--- src/hw/rtl/adif_pkg.sv ---
// ----------------------------------------------------------------------------
// ADIF parser package
// Shared transaction types, character constants and the field name ROM
// used by the tag/field parser and its name match cells.
// ----------------------------------------------------------------------------
package adif_pkg;

  // Default configuration of the parser.
  localparam int NUM_FIELDS      = 17;
  localparam int MAX_NAME_CHARS  = 16;
  localparam int MAX_VALUE_BYTES = 256;
  localparam int LENGTH_BITS     = 16;

  // Name ROM geometry and output field widths.
  localparam int ROM_CHARS     = 16;
  localparam int FIELD_INDEX_W = 5;
  localparam int COUNT_W       = 8;

  // Characters that delimit a tag.
  localparam logic [7:0] CH_TAG_OPEN  = 8'h3C;
  localparam logic [7:0] CH_TAG_CLOSE = 8'h3E;
  localparam logic [7:0] CH_COLON     = 8'h3A;
  localparam logic [7:0] CH_DIGIT_0   = 8'h30;
  localparam logic [7:0] CH_DIGIT_9   = 8'h39;

  // End-of-record tag text, element 0 is the first character.
  localparam logic [0:2][7:0] EOR_TAG = "eor";

  // Input transaction: one datagram byte.
  typedef struct packed {
    logic [7:0] data_byte;
    logic       datagram_end;
  } in_item_t;

  // Output transaction: one value byte and/or a field or record event.
  typedef struct packed {
    logic                     has_value_byte;
    logic [FIELD_INDEX_W-1:0] field_index;
    logic [7:0]               value_byte;
    logic                     field_done;
    logic                     value_truncated;
    logic                     record_done;
    logic                     ended_by_eor;
    logic [COUNT_W-1:0]       fields_found;
  } out_item_t;

  // Per-byte strobe shared by all name match cells.
  typedef struct packed {
    logic       start;
    logic       char_valid;
    logic [7:0] ch;
  } name_step_t;

  // Priority chain passed from cell to cell: first matching entry wins.
  typedef struct packed {
    logic                     found;
    logic [FIELD_INDEX_W-1:0] index;
  } match_chain_t;

  // ASCII upper case to lower case.
  function automatic logic [7:0] to_lower(input logic [7:0] c);
    logic [7:0] r;
    r = c;
    if (c >= 8'h41 && c <= 8'h5A) begin
      r = c + 8'd32;
    end
    return r;
  endfunction

  // Length of ROM entry idx; empty slots have length zero.
  function automatic int rom_len(input int idx);
    int n;
    case (idx)
      0, 1, 5:       n = 4;
      2, 6, 15:      n = 7;
      3, 4, 7, 13:   n = 8;
      8, 10, 12:     n = 10;
      9, 11:         n = 3;
      14:            n = 12;
      16:            n = 16;
      default:       n = 0;
    endcase
    return n;
  endfunction

  // Text of ROM entry idx, element k is character k.
  function automatic logic [ROM_CHARS-1:0][7:0] rom_text(input int idx);
    logic [8*ROM_CHARS-1:0]      s;
    logic [ROM_CHARS-1:0][7:0]   t;
    int                          n;
    s = '0;
    t = '0;
    n = rom_len(idx);
    case (idx)
      0:       s = "call";
      1:       s = "freq";
      2:       s = "freq_rx";
      3:       s = {"rst", "_sent"};
      4:       s = {"rst", "_rcvd"};
      5:       s = "mode";
      6:       s = "time_on";
      7:       s = {"time", "_off"};
      8:       s = {"stx", "_string"};
      9:       s = "stx";
      10:      s = {"srx", "_string"};
      11:      s = "srx";
      12:      s = {"contest", "_id"};
      13:      s = {"qso", "_date"};
      14:      s = {"qso", "_date", "_off"};
      15:      s = "comment";
      16:      s = {"station", "_callsign"};
      default: s = '0;
    endcase
    for (int k = 0; k < ROM_CHARS; k++) begin
      if (k < n) begin
        t[k] = s[8*(n-1-k) +: 8];
      end
    end
    return t;
  endfunction

endpackage

--- src/hw/rtl/adif_name_cell.sv ---
// ----------------------------------------------------------------------------
// ADIF name match cell
// Tracks whether the tag name seen so far still equals one ROM entry and
// extends the first-match priority chain toward the next cell.
// ----------------------------------------------------------------------------
module adif_name_cell #(
  parameter int IDX            = 0,
  parameter int NAME_LEN_W     = 5,
  parameter int MAX_NAME_CHARS = adif_pkg::MAX_NAME_CHARS
) (
  input  logic                     clk,
  input  logic                     rst,
  input  adif_pkg::name_step_t     step,
  input  logic [NAME_LEN_W-1:0]    pos,
  input  adif_pkg::match_chain_t   chain_in,
  output adif_pkg::match_chain_t   chain_out
);

  localparam int ROM_LEN    = adif_pkg::rom_len(IDX);
  localparam bit ENABLED    = (ROM_LEN > 0) && (ROM_LEN <= MAX_NAME_CHARS);
  localparam int CHAR_IDX_W = $clog2(adif_pkg::ROM_CHARS);
  localparam logic [NAME_LEN_W-1:0] LEN_CODE = ENABLED ? NAME_LEN_W'(ROM_LEN) : '0;
  localparam logic [adif_pkg::ROM_CHARS-1:0][7:0] TEXT = adif_pkg::rom_text(IDX);

  logic       alive;
  logic [7:0] expected;
  logic       hit;

  // ROM character at the current name position.
  assign expected = TEXT[CHAR_IDX_W'(pos)];

  // The entry stays alive while every name character agrees with it.
  always_ff @(posedge clk) begin
    if (rst) begin
      alive <= 1'b0;
    end else if (step.start) begin
      alive <= 1'b1;
    end else if (step.char_valid) begin
      if (pos >= LEN_CODE || step.ch != expected) begin
        alive <= 1'b0;
      end
    end
  end

  // Exact match needs the full entry length as well.
  assign hit = ENABLED && alive && (pos == LEN_CODE);

  // Earlier cells have priority over this one.
  always_comb begin
    chain_out.found = chain_in.found | hit;
    chain_out.index = chain_in.found ? chain_in.index
                                     : adif_pkg::FIELD_INDEX_W'(IDX);
  end

endmodule

--- src/hw/rtl/adif_tag_field_parser.sv ---
// ----------------------------------------------------------------------------
// ADIF tag/field parser
// Parses <name:length[:type]>value records from a byte stream and emits
// the value bytes and field end events of known fields plus record end events.
// ----------------------------------------------------------------------------
// Usage:
//   Bytes enter on the char channel (char_valid/char_ready/char_data), one
//   transaction per byte, datagram_end set on the last byte of a datagram.
//   Results leave on the field channel (field_valid/field_ready/field_data).
//   A byte produces zero or one result transaction.
//   A result is registered and presented in the cycle after its byte is accepted.
//   One byte per cycle unless the output stalls. Each byte updates the tag
//   state and the row of name match cells in the cycle it is accepted; the match
//   result is read from the cell chain when the closing '>' arrives.
//   The output register holds one result. While it is full and the receiver
//   stalls, char_ready is low; when the receiver takes it, a new byte is
//   accepted in the same cycle.
//   Reset (rst, synchronous) returns the parser to scanning for a tag,
//   clears the matched field count and empties the output register.
//   No warm-up is needed after reset.
// ----------------------------------------------------------------------------
module adif_tag_field_parser #(
  parameter int NUM_FIELDS      = adif_pkg::NUM_FIELDS,
  parameter int MAX_NAME_CHARS  = adif_pkg::MAX_NAME_CHARS,
  parameter int MAX_VALUE_BYTES = adif_pkg::MAX_VALUE_BYTES,
  parameter int LENGTH_BITS     = adif_pkg::LENGTH_BITS
) (
  input  logic                clk,
  input  logic                rst,
  input  logic                char_valid,
  output logic                char_ready,
  input  adif_pkg::in_item_t  char_data,
  output logic                field_valid,
  input  logic                field_ready,
  output adif_pkg::out_item_t field_data
);

  localparam int NAME_LEN_W = $clog2(MAX_NAME_CHARS + 2);
  localparam int POS_W      = $clog2(MAX_VALUE_BYTES + 1);
  localparam int IDX_W      = (NUM_FIELDS > 1) ? $clog2(NUM_FIELDS) : 1;
  localparam int PROD_W     = LENGTH_BITS + 4;

  localparam logic [NAME_LEN_W-1:0] NAME_MAX   = NAME_LEN_W'(MAX_NAME_CHARS);
  localparam logic [NAME_LEN_W-1:0] NAME_OVER  = NAME_LEN_W'(MAX_NAME_CHARS + 1);
  localparam logic [NAME_LEN_W-1:0] EOR_LEN    = NAME_LEN_W'(3);
  localparam logic [POS_W-1:0]      VALUE_LIMIT = POS_W'(MAX_VALUE_BYTES);
  localparam logic [POS_W-1:0]      VALUE_LAST  = POS_W'(MAX_VALUE_BYTES - 1);
  localparam logic [LENGTH_BITS-1:0] LEN_SAT   = '1;
  localparam logic [adif_pkg::COUNT_W-1:0] COUNT_SAT = '1;

  // Parser phases.
  localparam logic [1:0] PH_SCAN  = 2'd0;
  localparam logic [1:0] PH_TAG   = 2'd1;
  localparam logic [1:0] PH_VALUE = 2'd2;
  localparam logic [1:0] PH_DRAIN = 2'd3;

  // Parser state.
  logic [1:0]                   phase, phase_next;
  logic [NAME_LEN_W-1:0]        name_length, name_length_next;
  logic                         colon_seen, colon_seen_next;
  logic                         digits_active, digits_active_next;
  logic                         eor_ok, eor_ok_next;
  logic [LENGTH_BITS-1:0]       remaining, remaining_next;
  logic [POS_W-1:0]             value_position, value_position_next;
  logic [IDX_W-1:0]             current_field, current_field_next;
  logic                         field_matched, field_matched_next;
  logic [adif_pkg::COUNT_W-1:0] matched_count, matched_count_next;

  logic                 accept;
  logic                 emit;
  adif_pkg::out_item_t  result;
  adif_pkg::name_step_t step;
  logic                 name_char;
  logic                 tag_start;
  logic [7:0]           b;
  logic [7:0]           b_lower;
  logic [PROD_W-1:0]    length_prod;
  logic                 value_done;

  adif_pkg::match_chain_t chain [NUM_FIELDS+1];

  assign accept     = char_valid && char_ready;
  assign char_ready = !field_valid || field_ready;
  assign b          = char_data.data_byte;
  assign b_lower    = adif_pkg::to_lower(b);

  // Decimal length accumulation: remaining * 10 + digit.
  assign length_prod = (PROD_W'(remaining) << 3) + (PROD_W'(remaining) << 1)
                     + PROD_W'(b - adif_pkg::CH_DIGIT_0);

  assign value_done = (remaining == LENGTH_BITS'(1)) || (value_position == VALUE_LAST);

  // Row of name match cells, one per ROM entry.
  assign step.start      = accept && tag_start;
  assign step.char_valid = accept && name_char;
  assign step.ch         = b_lower;
  assign chain[0]        = '0;

  for (genvar g = 0; g < NUM_FIELDS; g++) begin : g_cell
    adif_name_cell #(
      .IDX            (g),
      .NAME_LEN_W     (NAME_LEN_W),
      .MAX_NAME_CHARS (MAX_NAME_CHARS)
    ) u_cell (
      .clk       (clk),
      .rst       (rst),
      .step      (step),
      .pos       (name_length),
      .chain_in  (chain[g]),
      .chain_out (chain[g+1])
    );
  end

  // Next-state and result for one byte.
  always_comb begin
    phase_next          = phase;
    name_length_next    = name_length;
    colon_seen_next     = colon_seen;
    digits_active_next  = digits_active;
    eor_ok_next         = eor_ok;
    remaining_next      = remaining;
    value_position_next = value_position;
    current_field_next  = current_field;
    field_matched_next  = field_matched;
    matched_count_next  = matched_count;
    emit                = 1'b0;
    result              = '0;
    name_char           = 1'b0;
    tag_start           = 1'b0;

    unique case (phase)
      PH_SCAN: begin
        if (b == adif_pkg::CH_TAG_OPEN) begin
          phase_next         = PH_TAG;
          name_length_next   = '0;
          colon_seen_next    = 1'b0;
          digits_active_next = 1'b0;
          eor_ok_next        = 1'b1;
          remaining_next     = '0;
          tag_start          = 1'b1;
        end
      end
      PH_TAG: begin
        if (b == adif_pkg::CH_TAG_CLOSE) begin
          if (eor_ok && name_length >= EOR_LEN) begin
            // End-of-record tag.
            emit                = 1'b1;
            result.record_done  = 1'b1;
            result.ended_by_eor = 1'b1;
            result.fields_found = matched_count;
            matched_count_next  = '0;
            phase_next          = PH_DRAIN;
          end else if (!colon_seen) begin
            phase_next = PH_SCAN;
          end else begin
            field_matched_next  = chain[NUM_FIELDS].found;
            current_field_next  = IDX_W'(chain[NUM_FIELDS].index);
            value_position_next = '0;
            if (chain[NUM_FIELDS].found && matched_count != COUNT_SAT) begin
              matched_count_next = matched_count + 1'b1;
            end
            if (remaining == '0) begin
              if (chain[NUM_FIELDS].found) begin
                emit               = 1'b1;
                result.field_index = chain[NUM_FIELDS].index;
                result.field_done  = 1'b1;
              end
              phase_next = PH_SCAN;
            end else begin
              phase_next = PH_VALUE;
            end
          end
        end else if (!colon_seen) begin
          if (b == adif_pkg::CH_COLON) begin
            colon_seen_next    = 1'b1;
            digits_active_next = 1'b1;
          end else begin
            name_char = 1'b1;
            if (name_length < EOR_LEN) begin
              eor_ok_next = eor_ok && (b_lower == adif_pkg::EOR_TAG[2'(name_length)]);
            end
            if (name_length < NAME_MAX) begin
              name_length_next = name_length + 1'b1;
            end else begin
              name_length_next = NAME_OVER;
            end
          end
        end else if (digits_active) begin
          if (b >= adif_pkg::CH_DIGIT_0 && b <= adif_pkg::CH_DIGIT_9) begin
            if (length_prod[PROD_W-1:LENGTH_BITS] != '0) begin
              remaining_next = LEN_SAT;
            end else begin
              remaining_next = length_prod[LENGTH_BITS-1:0];
            end
          end else begin
            digits_active_next = 1'b0;
          end
        end
      end
      PH_VALUE: begin
        if (field_matched && value_position < VALUE_LIMIT) begin
          emit                   = 1'b1;
          result.has_value_byte  = 1'b1;
          result.field_index     = adif_pkg::FIELD_INDEX_W'(current_field);
          result.value_byte      = b;
          result.field_done      = value_done;
          result.value_truncated = value_done && (remaining > LENGTH_BITS'(1));
          value_position_next    = value_position + 1'b1;
        end
        remaining_next = remaining - 1'b1;
        if (remaining == LENGTH_BITS'(1)) begin
          phase_next = PH_SCAN;
        end
      end
      PH_DRAIN: begin
      end
      default: begin
      end
    endcase

    // Datagram end closes the record unless an EOR tag already did.
    if (char_data.datagram_end) begin
      if (phase_next != PH_DRAIN) begin
        emit                = 1'b1;
        result.record_done  = 1'b1;
        result.ended_by_eor = 1'b0;
        result.fields_found = matched_count_next;
        matched_count_next  = '0;
      end
      phase_next = PH_SCAN;
    end
  end

  // Parser state registers.
  always_ff @(posedge clk) begin
    if (rst) begin
      phase          <= PH_SCAN;
      name_length    <= '0;
      colon_seen     <= 1'b0;
      digits_active  <= 1'b0;
      eor_ok         <= 1'b0;
      remaining      <= '0;
      value_position <= '0;
      current_field  <= '0;
      field_matched  <= 1'b0;
      matched_count  <= '0;
    end else if (accept) begin
      phase          <= phase_next;
      name_length    <= name_length_next;
      colon_seen     <= colon_seen_next;
      digits_active  <= digits_active_next;
      eor_ok         <= eor_ok_next;
      remaining      <= remaining_next;
      value_position <= value_position_next;
      current_field  <= current_field_next;
      field_matched  <= field_matched_next;
      matched_count  <= matched_count_next;
    end
  end

  // Output register: a new result takes priority over emptying it.
  always_ff @(posedge clk) begin
    if (rst) begin
      field_valid <= 1'b0;
    end else if (accept && emit) begin
      field_valid <= 1'b1;
    end else if (field_ready) begin
      field_valid <= 1'b0;
    end
  end

  always_ff @(posedge clk) begin
    if (accept && emit) begin
      field_data <= result;
    end
  end

  // A record end caused by an EOR tag is always flagged as a record end.
  a_eor_is_record: assert property (@(posedge clk) disable iff (rst)
    field_valid && field_data.ended_by_eor |-> field_data.record_done)
    else $error("ended_by_eor without record_done");

  // Truncation is only reported on the last emitted byte of a field.
  a_trunc_on_last: assert property (@(posedge clk) disable iff (rst)
    field_valid && field_data.value_truncated |->
      field_data.field_done && field_data.has_value_byte)
    else $error("value_truncated outside a final value byte");

  // The matched count is only reported with a record end.
  a_count_only_at_end: assert property (@(posedge clk) disable iff (rst)
    field_valid && !field_data.record_done |-> field_data.fields_found == '0)
    else $error("fields_found nonzero without record_done");

  // A datagram end always returns the parser to tag scanning.
  a_end_to_scan: assert property (@(posedge clk) disable iff (rst)
    accept && char_data.datagram_end |=> phase == PH_SCAN)
    else $error("parser not scanning after datagram end");

  // The value phase always has bytes left to consume.
  a_value_has_bytes: assert property (@(posedge clk) disable iff (rst)
    phase == PH_VALUE |-> remaining != '0)
    else $error("value phase with no remaining bytes");

endmodule
--- config.mk ---
export PLATFORM = sky130hd
export DESIGN_NAME = adif_tag_field_parser
export DESIGN_NICKNAME = d
export VERILOG_FILES = /design/src/hw/rtl/adif_pkg.sv /design/src/hw/rtl/adif_name_cell.sv /design/src/hw/rtl/adif_tag_field_parser.sv
export SDC_FILE = /design/constraint.sdc
export NUM_CORES = 1
export LEC_CHECK = 0
export BUFFER_PORTS_ARGS = -buffer_cell sky130_fd_sc_hd__buf_2
export CELL_PAD_IN_SITES_DETAIL_PLACEMENT = 1
export CELL_PAD_IN_SITES_GLOBAL_PLACEMENT = 1
export CORE_MARGIN = 2
export CORE_UTILIZATION = 30
export CTS_CLUSTER_SIZE = 40
export DETAILED_ROUTE_END_ITERATION = 10
export HOLD_SLACK_MARGIN = 0.03
export PLACE_DENSITY_LB_ADDON = 0.12
export SLEW_MARGIN = 5
export SYNTH_ARGS = -nofsm -noshare
export SYNTH_HDL_FRONTEND = slang
export SYNTH_SLANG_ARGS = --single-unit
export TNS_END_PERCENT = 1
--- constraint.sdc ---
create_clock -name clk -period 4 [get_ports clk]
set_clock_uncertainty 0.1 [all_clocks]
set_input_delay 0.4 -clock clk [delete_from_list [all_inputs] [get_ports clk]]
set_output_delay 0.4 -clock clk [all_outputs]
set_load 0.01 [all_outputs]
==> metrics <==
die footprint=34,970 µm²; Achievable Freq=0.2769 GHz; Root Driver=clkbuf_16; Final Critical Period=3.611 ns; clk sinks=170; Min-Delay Path Class=in -> reg; max-cap violations=0; Required @ worst endpoint=4.22 ns; CP startpoint=phase[1]; Reg-to-Reg End=g_cell[14].u_cell.expected[5]; Power Dens Cells=315.8 nW/µm²; status=completed; relative max-transition margin=0.4819; CP endpoint=g_cell[14].u_cell.expected[5]; Setup WS pre-CTS=0.06940 ns; Worst Tran Pin Value=0.7700 ns; DRC Markers=0; Routed WL=33,130 µm; Routed WL per cell=19.61 µm; Fillers=3,954; worst vdd ir=308.6 µV; vias=8,667; TritonCTS buffer count=17; yosys warns=0; crit path setup slack, layout=0.3892 ns; WS Path Type=reg -> reg; Mean Syn Cell Area=8.550 µm²; dpl cells=1,657; ys async rst share=0; Worst Setup End Kind=flip-flop; Synth Flop Type=dfxtp_1; EDFF count, synth=26; Worst-Skew Late Latency=0.44 ns; R2R cell count=12; top cells by area, synth=dfxtp_1 (29%), edfxtp_1 (7.8%), ha_1 (6.1%); Final Non-Filler Cells=1,689; Yosys top cell area share=0.2870; count leader, synth=dfxtp_1; setup bufs post-CTS=0; commonest cells in the netlist=dfxtp_1 (144), nor2_1 (106), nand2_1 (88), a21oi_1 (81), o21ai_0 (80); hold buffers post-CTS=0; nets=1,305; clock tree buffer depth=2; R2R Path Start=phase[1]; hpwl dp=25,210 µm; Final period util=0.9027; Synth cell types=85; share of layout cells above drive strength 1=0.1249; sequential-to-total area share from yosys stat=0.3647; Synth area leader=dfxtp_1; Final setup viols=0; crit path DAT=3.83 ns; RSZ-0062 raised after global routing=false; CP Launch Type=flip-flop; Synth-to-Final Area Change=15.22%; Die Span Y=187.0 µm; post_cts resized=0; Leakage=4.565 nW; syn_nets=1,252; Slew Viols, Final=0; Tot GR Track Use=0.1940; row cnt=67; Synth Cell Area=10,050 µm²; vias in the first global route=9,297; Initial Util=0.3019; setup_tns=0 ns; Design Area, Final=11,570 µm²; H-tree Lvls=4; DR vias/cell=5.131; cell count after synthesis=1,175; I/O Buffers=40; final core occ=0.3478; grt total ovfl=0; Post-DP Area=11,010 µm²; I/O pins=41; Core Area=33,280 µm²; initial antenna violation count=0; initial DRC count=384; Placer Congestion=0.7973; largest net degree at the start of global routing=59; Fin. Hold Viols=0; clk slew on worst S/H paths=0.07 ns; CP max FO=14; first-pass GRT wire length=53,070 µm; Antenna diodes=0; #FFs+latches synth=170; Worst R2R Setup Slack=0.39 ns; Antenna Nets Post-Route=0; Power, Total=3.656 mW; Die Width=187.0 µm; DRT Pass-1 Iters=7; Min Hold Slack=0.1983 ns; TritonCTS clock tree=yes
==> layout make-up <==
class	count	area, µm²	area share
timing repair buffer	97	665.6	0.05751
tap	448	560.5	0.04843
multi-input combinational	883	5902	0.5099
inverter	59	221.5	0.01913
clock buffer	20	446.7	0.03859
sequential	170	3664	0.3165
clock inverter	12	115.1	0.009945
==> worst max-delay path, cell delays in order (launching register included) <==
cell	delay, ns
dfxtp_1	0.37
inv_1	0.10
ha_1	0.50
nand2b_1	0.18
a31o_2	0.30
a221o_1	0.37
buf_4	0.17
o211ai_1	0.19
o41a_2	0.32
or2_1	0.29
inv_2	0.12
nor2_1	0.37
o21ai_1	0.12
==> worst min path at each step <==
stage / end / from / cells past startpoint / slack, ns
6_report: field_valid / char_valid / 3 / 0.20
5_1_grt: field_valid / char_valid / 3 / 0.19
4_1_cts: field_valid / char_valid / 3 / 0.17
3_5_place_dp: digits_active / digits_active / 2 / 0.36
3_3_place_gp: digits_active / digits_active / 2 / 0.35
2_1_floorplan: digits_active / digits_active / 2 / 0.33
==> power by group <==
group          switching (mW)  total, mW  internal (mW)
Clock                   0.752       1.64          0.883
Sequential            0.00262       1.74           1.74
Combinational           0.179      0.276         0.0978
Total                   0.934       3.66           2.72
==> layout by cell type, fill, tap and decap left out, drive strengths merged, types with 5 or more instances in the layout <==
cell / n
a21boi: 5
mux2i: 9
o21ai: 86
nor2: 107
nand4: 16
clkinv: 5
a21oi: 81
nand3: 48
clkbuf: 20
nor2b: 11
edfxtp: 26
a211o: 6
xor2: 53
or3: 8
xnor2: 51
inv: 64
or2: 6
a22oi: 9
nand2: 90
a31oi: 5
nor4: 16
fa: 15
nand2b: 8
and3: 13
dfxtp: 144
or4: 8
ha: 49
buf: 97
a21o: 11
and2: 17
o22ai: 7
a211oi: 20
nor3: 39
o31ai: 5
o211ai: 14
==> cells by family (layout without fill, tap and decap cells) <==
kind of cell / count (synthesis) / count (layout) / synth area share
mux: 10 / 10 / 0.01009
buf+inv: 122 / 188 / 0.04920
compound gates: 296 / 296 / 0.1897
flops: 170 / 170 / 0.3647
xor+xnor: 104 / 104 / 0.09067
simple gates: 409 / 409 / 0.2048
fa+ha+maj: 64 / 64 / 0.09092
==> metal layers <==
layer | global-route usage | part of all wire | vias to the layer above
li1 | - | - | 4289
met1 | 0.2410 | 0.46 | 4258
met2 | 0.3494 | 0.51 | 89
met3 | 0.02795 | 0.019 | 31
met4 | 0.05189 | 0.016 | 0
met5 | 0 | 0 | -
==> state kept, by name, indices dropped and copies added (netlist names) <==
| signal | cells |
|---|---|
| phase | 2 |
| matched_count | 8 |
| colon_seen | 1 |
| remaining | 16 |
| g_cell.u_cell.expected | 77 |
| digits_active | 1 |
| field_valid | 1 |
| g_cell.u_cell.alive | 17 |
| current_field | 5 |
| field_matched | 1 |
| field_data | 26 |
| eor_ok | 1 |
| value_position | 9 |
| name_length | 5 |
Power figures use the tool's default switching activity.
